==> src/assert_macros.svh <==
// ----------------------------------------------------------------------------
// Assertion macros
// Shared concurrent assertion wrappers.
// ----------------------------------------------------------------------------
`ifndef ASSERT_MACROS_SVH
`define ASSERT_MACROS_SVH
`ifndef NO_ASSERTIONS
`define ASSERT_IMPL(label, expr) \
    label: assert property (@(posedge clk) disable iff (!rst_n) (expr)) \
        else $error("assertion failed");
`define ASSERT_NEVER(label, expr) \
    label: assert property (@(posedge clk) disable iff (!rst_n) !(expr)) \
        else $error("forbidden condition seen");
`else
`define ASSERT_IMPL(label, expr)
`define ASSERT_NEVER(label, expr)
`endif
`endif

==> src/sdf_pkg.sv <==
// ----------------------------------------------------------------------------
// SDF ray marcher package
// Shared types and scene constants.
// ----------------------------------------------------------------------------
package sdf_pkg;
    localparam int FB = 16;
    localparam logic signed [47:0] ONE = 48'sd65536;
    localparam logic signed [47:0] HALF = 48'sd32768;
    localparam logic signed [47:0] QUARTER = 48'sd16384;
    localparam logic signed [47:0] STEP_CAP = 48'sd6554;
    localparam logic signed [47:0] TORUS_R1 = 48'sd121242;
    localparam logic signed [47:0] INV_SQRT3 = 48'sd619925132;

    typedef enum logic [5:0] {
        S_IDLE, S_PX, S_PY, S_PZ, S_SPH_SQ, S_SPH_SQRT, S_BOX_SQ, S_BOX_SQRT,
        S_TOR1_SQ, S_TOR1_SQRT, S_TOR2_SQ, S_TOR2_SQRT, S_OCT_SEL, S_OCT_MUL,
        S_OCT_SQ, S_OCT_SQRT, S_DECIDE, S_LEN_SQ, S_LEN_SQRT, S_DIST, S_OUT
    } state_t;

    typedef struct packed {
        logic        start;
        logic [51:0] radicand;
    } sqrt_req_t;

    typedef struct packed {
        logic        busy;
        logic        done;
        logic [25:0] root;
    } sqrt_rsp_t;

    function automatic logic signed [47:0] sat24(input logic signed [47:0] v);
        if (v > 48'sd8388607) return 48'sd8388607;
        if (v < -48'sd8388608) return -48'sd8388608;
        return v;
    endfunction
endpackage

==> src/sdf_sqrt.sv <==
// ----------------------------------------------------------------------------
// SDF integer square root
// Bit-pair restoring square root, one result bit per cycle.
// ----------------------------------------------------------------------------
`include "assert_macros.svh"
module sdf_sqrt
    import sdf_pkg::*;
(
    input  logic      clk,
    input  logic      rst_n,
    input  sqrt_req_t req,
    output sqrt_rsp_t rsp
);
    logic [51:0] rem_reg, rem_next;
    logic [25:0] root_reg, root_next;
    logic [51:0] n_reg, n_next;
    logic [4:0]  cnt_reg, cnt_next;
    logic        busy_reg, busy_next, done_reg, done_next;
    logic [53:0] trial;
    logic [53:0] acc;

    always_comb
    begin
        acc = {rem_reg, n_reg[51:50]};
        trial = acc - {26'd0, root_reg, 2'b01};
        rem_next = rem_reg;
        root_next = root_reg;
        n_next = n_reg;
        cnt_next = cnt_reg;
        busy_next = busy_reg;
        done_next = 1'b0;
        if (req.start)
        begin
            rem_next = '0;
            root_next = '0;
            n_next = req.radicand;
            cnt_next = 5'd0;
            busy_next = 1'b1;
        end
        else if (busy_reg)
        begin
            if (!trial[53])
            begin
                rem_next = trial[51:0];
                root_next = {root_reg[24:0], 1'b1};
            end
            else
            begin
                rem_next = acc[51:0];
                root_next = {root_reg[24:0], 1'b0};
            end
            n_next = {n_reg[49:0], 2'b00};
            cnt_next = cnt_reg + 5'd1;
            if (cnt_reg == 5'd25)
            begin
                busy_next = 1'b0;
                done_next = 1'b1;
            end
        end
    end

    always_ff @(posedge clk or negedge rst_n)
    begin
        if (!rst_n)
        begin
            busy_reg <= 1'b0;
            done_reg <= 1'b0;
            cnt_reg <= '0;
        end
        else
        begin
            busy_reg <= busy_next;
            done_reg <= done_next;
            cnt_reg <= cnt_next;
        end
    end

    always_ff @(posedge clk)
    begin
        rem_reg <= rem_next;
        root_reg <= root_next;
        n_reg <= n_next;
    end

    assign rsp.busy = busy_reg;
    assign rsp.done = done_reg;
    assign rsp.root = root_reg;

    `ASSERT_IMPL(a_done_after_busy, done_reg |-> $past(busy_reg))
    `ASSERT_NEVER(a_done_not_busy, done_reg && busy_reg)
    `ASSERT_IMPL(a_cnt_range, busy_reg |-> cnt_reg <= 5'd25)
endmodule

==> config.mk <==
export PLATFORM = sky130hd
export DESIGN_NAME = sdf_sqrt
export DESIGN_NICKNAME = d
export VERILOG_FILES = /design/src/sdf_pkg.sv /design/src/sdf_sqrt.sv
export VERILOG_INCLUDE_DIRS = /design/src /design/src/src
export SDC_FILE = /design/constraint.sdc
export NUM_CORES = 1
export LEC_CHECK = 0
export BUFFER_PORTS_ARGS = -buffer_cell sky130_fd_sc_hd__buf_2
export CAP_MARGIN = 20
export CORE_MARGIN = 4
export CORE_UTILIZATION = 56
export CTS_BUF_LIST = sky130_fd_sc_hd__clkbuf_4 sky130_fd_sc_hd__clkbuf_8
export DETAILED_ROUTE_END_ITERATION = 12
export PLACE_DENSITY_LB_ADDON = 0.05
export SYNTH_ARGS = -nofsm -noshare
export SYNTH_HDL_FRONTEND = slang
export SYNTH_SLANG_ARGS = --single-unit
==> constraint.sdc <==
create_clock -name clk -period 3 [get_ports clk]
set_input_delay 0.45 -clock clk [delete_from_list [all_inputs] [get_ports clk]]
set_output_delay 0.45 -clock clk [all_outputs]
set_load 0.01 [all_outputs]
==> summary.md <==
| Metric | Value |
|---|---|
| Syn_area_per_cell | `9.36 um2` |
| Synth warnings | `0` |
| Hold WC Path Type | `input pin to register` |
| Clock Latency Late Sink | `between 0.4 and 0.5 ns` |
| Clk slew on worst S/H paths | `0.08 ns` |
| Crit path kind | `register to register` |
| Hold Path Stages | `2` |
| Yosys cell types | `69` |
| CP max stage delay | `0.57 ns` |
| Run status | `finished clean` |
| Launch point of the worst reg-to-reg path | `root_reg[13]` |
| GRT Total Usage | `0.241` |
| CTS tree | `built` |
| Drt wl/cell | `around 16 um` |
| Final setup violating endpoints | `0` |
| Setup Skew | `0.0237 ns` |
| DP Cell Count | `between 1,000 and 1,500` |
| Initial DRC count | `538` |
| Synthesized flop and latch total | `137` |
| Final Non-Filler Cells | `1,190` |
| Worst Hold Launch | `req[1]` |
| Post-detail-place hpwl | `approximately 14,000 um` |
| Vias in the first global route | `between 6,000 and 7,000` |
| Vias per inst | `5.88` |
| RSZ-0062 raised after global routing | `yes` |
| Finished Core Util | `0.711` |
| Drt total wl | `19,400 um` |
| Die ar. | `16,100 um2` |
| WHS Endpoint | `n_reg[1]` |
| Post-synth EDFFs | `52` |
| Initial Utilization | `0.570` |
| CP Capture Type | `register` |
| Layout cell share with drive strength beyond 1 | `0.333` |
| Clock buffer depth | `2` |
| Layout area overhead | `24.7%` |
| Maximum clock rate | `336 MHz` |
| Die Wd | `127 um` |
| WHS | `0.267 ns` |
| Gate count after technology mapping | `845` |
| Worst slew pin tran | `0.609 ns` |
| Syn nets | `929` |
| Startpoint class of the critical path | `register` |
| MaxCap Viol Count | `0` |
| Setup slack, reg-to-reg | `approximately 0.024 ns` |
| Power per Cell Area | `1090 nW/um2` |
| H-tree Lvls | `4` |
| GRT overflow | `0` |
| Crit path time final | `2.98 ns` |
| Initial antenna violation count | `0` |
| Final hold vios | `0` |
| Pin count of the biggest net entering global routing | `roughly 110` |
| CTS root buf | `clkbuf_8` |
| Highest fanout seen on the critical path | `7` |
| Lkg Pwr | `~0.0043 uW` |
| Drt pass-1 iters | `5` |
| R2R depth | `11` |
| IO Port Bufs | `82` |
| Vias | `6,995` |
| Fin. max-slew vios | `0` |
| Overall Power | `between 10,000 and 15,000 uW` |
| CP max-delay cell | `or4_4` |
| Synthesized area | `7910 um2` |
| Clk sink count | `between 100 and 150` |
| Top_reg_cell synth | `dfxtp_1` |
| Critical Path RT | `3.37 ns` |
| Worst-path cell chain | `inv_1 -> ha_2 -> nand2_1 -> o21ai_2 -> a211oi_2 -> buf_4 -> o21bai_4 -> nor3_1 -> or4_4 -> or4_1 -> a311oi_1` |
| GPL Wtd Cong | `0.894` |
| FFs w/ async S/R, synth | `0.0511` |
| Final Cycle Share | `0.992` |
| CTS buffer count | `17` |
| R2r endpoint | `rem_reg[39]` |
| Peak VDD IR | `0.553 mV` |
| Antenna viol nets, final | `0` |
| DRC | `0` |
| Ports | `between 80 and 90` |
| Fin nets | `1,081` |
| Setup ws final | `around 0.024 ns` |
| Worst slack, placed | `-0.0722 ns` |
| WP data arrival | `3.35 ns` |
| ANT cells | `0` |
| Register area share after synthesis | `0.417` |
| Die H | `~130 um` |
| First-pass GRT wire length | `32,200 um` |
| Max-slew headroom | `0.591` |
| # rows | `43` |
| Core area | `around 14,000 um2` |
## critical path, delay by kind of cell (launching register included)
family	cells	cell delay [ns]
AOI/OAI and AO/OA	4	0.79
adders and majority gates	1	0.39
buffers and inverters	2	0.22
DFF	1	0.34
and+or+nand+nor	4	1.16
## kinds of logic after synthesis
family,synth area share
flops,0.417
simple gates,0.177
buf+inv,0.0460
xor+xnor,0.0332
mux,0.107
compound gates,0.174
fa+ha+maj,0.0459
## worst max-delay path by stage
stage	slack, ns	start	endpoint	depth (start not counted)
floorplan	0.0006	root_reg[6]	rem_reg[39]	11
global placement	-0.01	root_reg[24]	rem_reg[46]	11
detailed placement	-0.07	root_reg[24]	rem_reg[44]	11
CTS	-0.002	root_reg[3]	rem_reg[44]	11
global route	-0.11	root_reg[13]	rem_reg[39]	11
finish	0.02	root_reg[13]	rem_reg[39]	11
## synthesized netlist by cell type (8+ instances only)
library cell | instances | area, um2
nand2_1 | 79 | 297
nor3_1 | 16 | 80.1
edfxtp_1 | 52 | 1560
or3_1 | 12 | 75.1
o21a_1 | 10 | 75.1
a211oi_1 | 11 | 82.6
o21bai_1 | 8 | 60.1
ha_1 | 29 | 363
nand4_1 | 12 | 75.1
dfxtp_1 | 78 | 1560
mux2_2 | 51 | 574
a21oi_1 | 28 | 140
or4_1 | 14 | 105
xnor2_1 | 16 | 140
mux2i_1 | 27 | 270
xor2_1 | 14 | 123
nand3_1 | 10 | 50.1
inv_1 | 37 | 139
a311oi_1 | 47 | 412
nor2_1 | 103 | 387
clkbuf_1 | 47 | 176
o31ai_1 | 12 | 90.1
o21ai_0 | 31 | 155
## metrics by stage
step / setup TNS (ns) / instance area, um2
after CTS: -0.00214 / 9610
after global routing: -0.793 / 9860
after floorplan: 0 / 7980
after global placement: -0.0215 / 9180
final: 0 / 9860
after detailed placement: -0.314 / 9180
## area by class of cell
cell class / count / area [um2]
multi-input cells: 616 / 4540
flip-flops and latches: 137 / 3310
repair buffers: 188 / 1260
clock inverters: 13 / 144
clock buffers: 19 / 249
well taps: 180 / 225
inverters: 37 / 139
fillers: 1083 / 4020
## repair_timing
| item | 4_1_cts | 5_1_grt |
|---|---|---|
| setup endpoints to repair | 7 | 50 |
| hold buffers | 1 | 0 |
| buffers inserted | 0 | 4 |
| endpoints found under the hold margin | 7 | 0 |
| pin swaps | 1 | 17 |
| gates resized for setup | 5 | 52 |
| gates cloned | 0 | 1 |
## metal layers
layer,part of all wire,global-route usage,up-vias
li1,-,-,3427
met1,0.45,0.319,3372
met2,0.48,0.390,174
met3,0.054,0.0669,22
met4,0.012,0.0656,0
met5,0,0,-
## power breakdown
part	leakage [uW]	switching [uW]	total, uW	internal (uW)
logic	0.00278	3410	6510	3100
registers	0.00129	342	2680	2340
clock network	0.000198	774	1540	767
total	0.00427	4530	10700	6210
## cells in the final DEF, fill, tap and decap left out, types with 15 or more instances in the layout
cell / count
a21oi_1: 24
a311oi_1: 42
buf_2: 82
buf_4: 100
clkbuf_8: 17
dfxtp_1: 74
edfxtp_1: 52
ha_1: 18
inv_1: 36
mux2_2: 51
mux2i_1: 27
nand2_1: 78
nor2_1: 101
nor3_1: 15
o21ai_0: 23
xnor2_1: 16
Note: power is estimated with default switching activity, not from simulation.
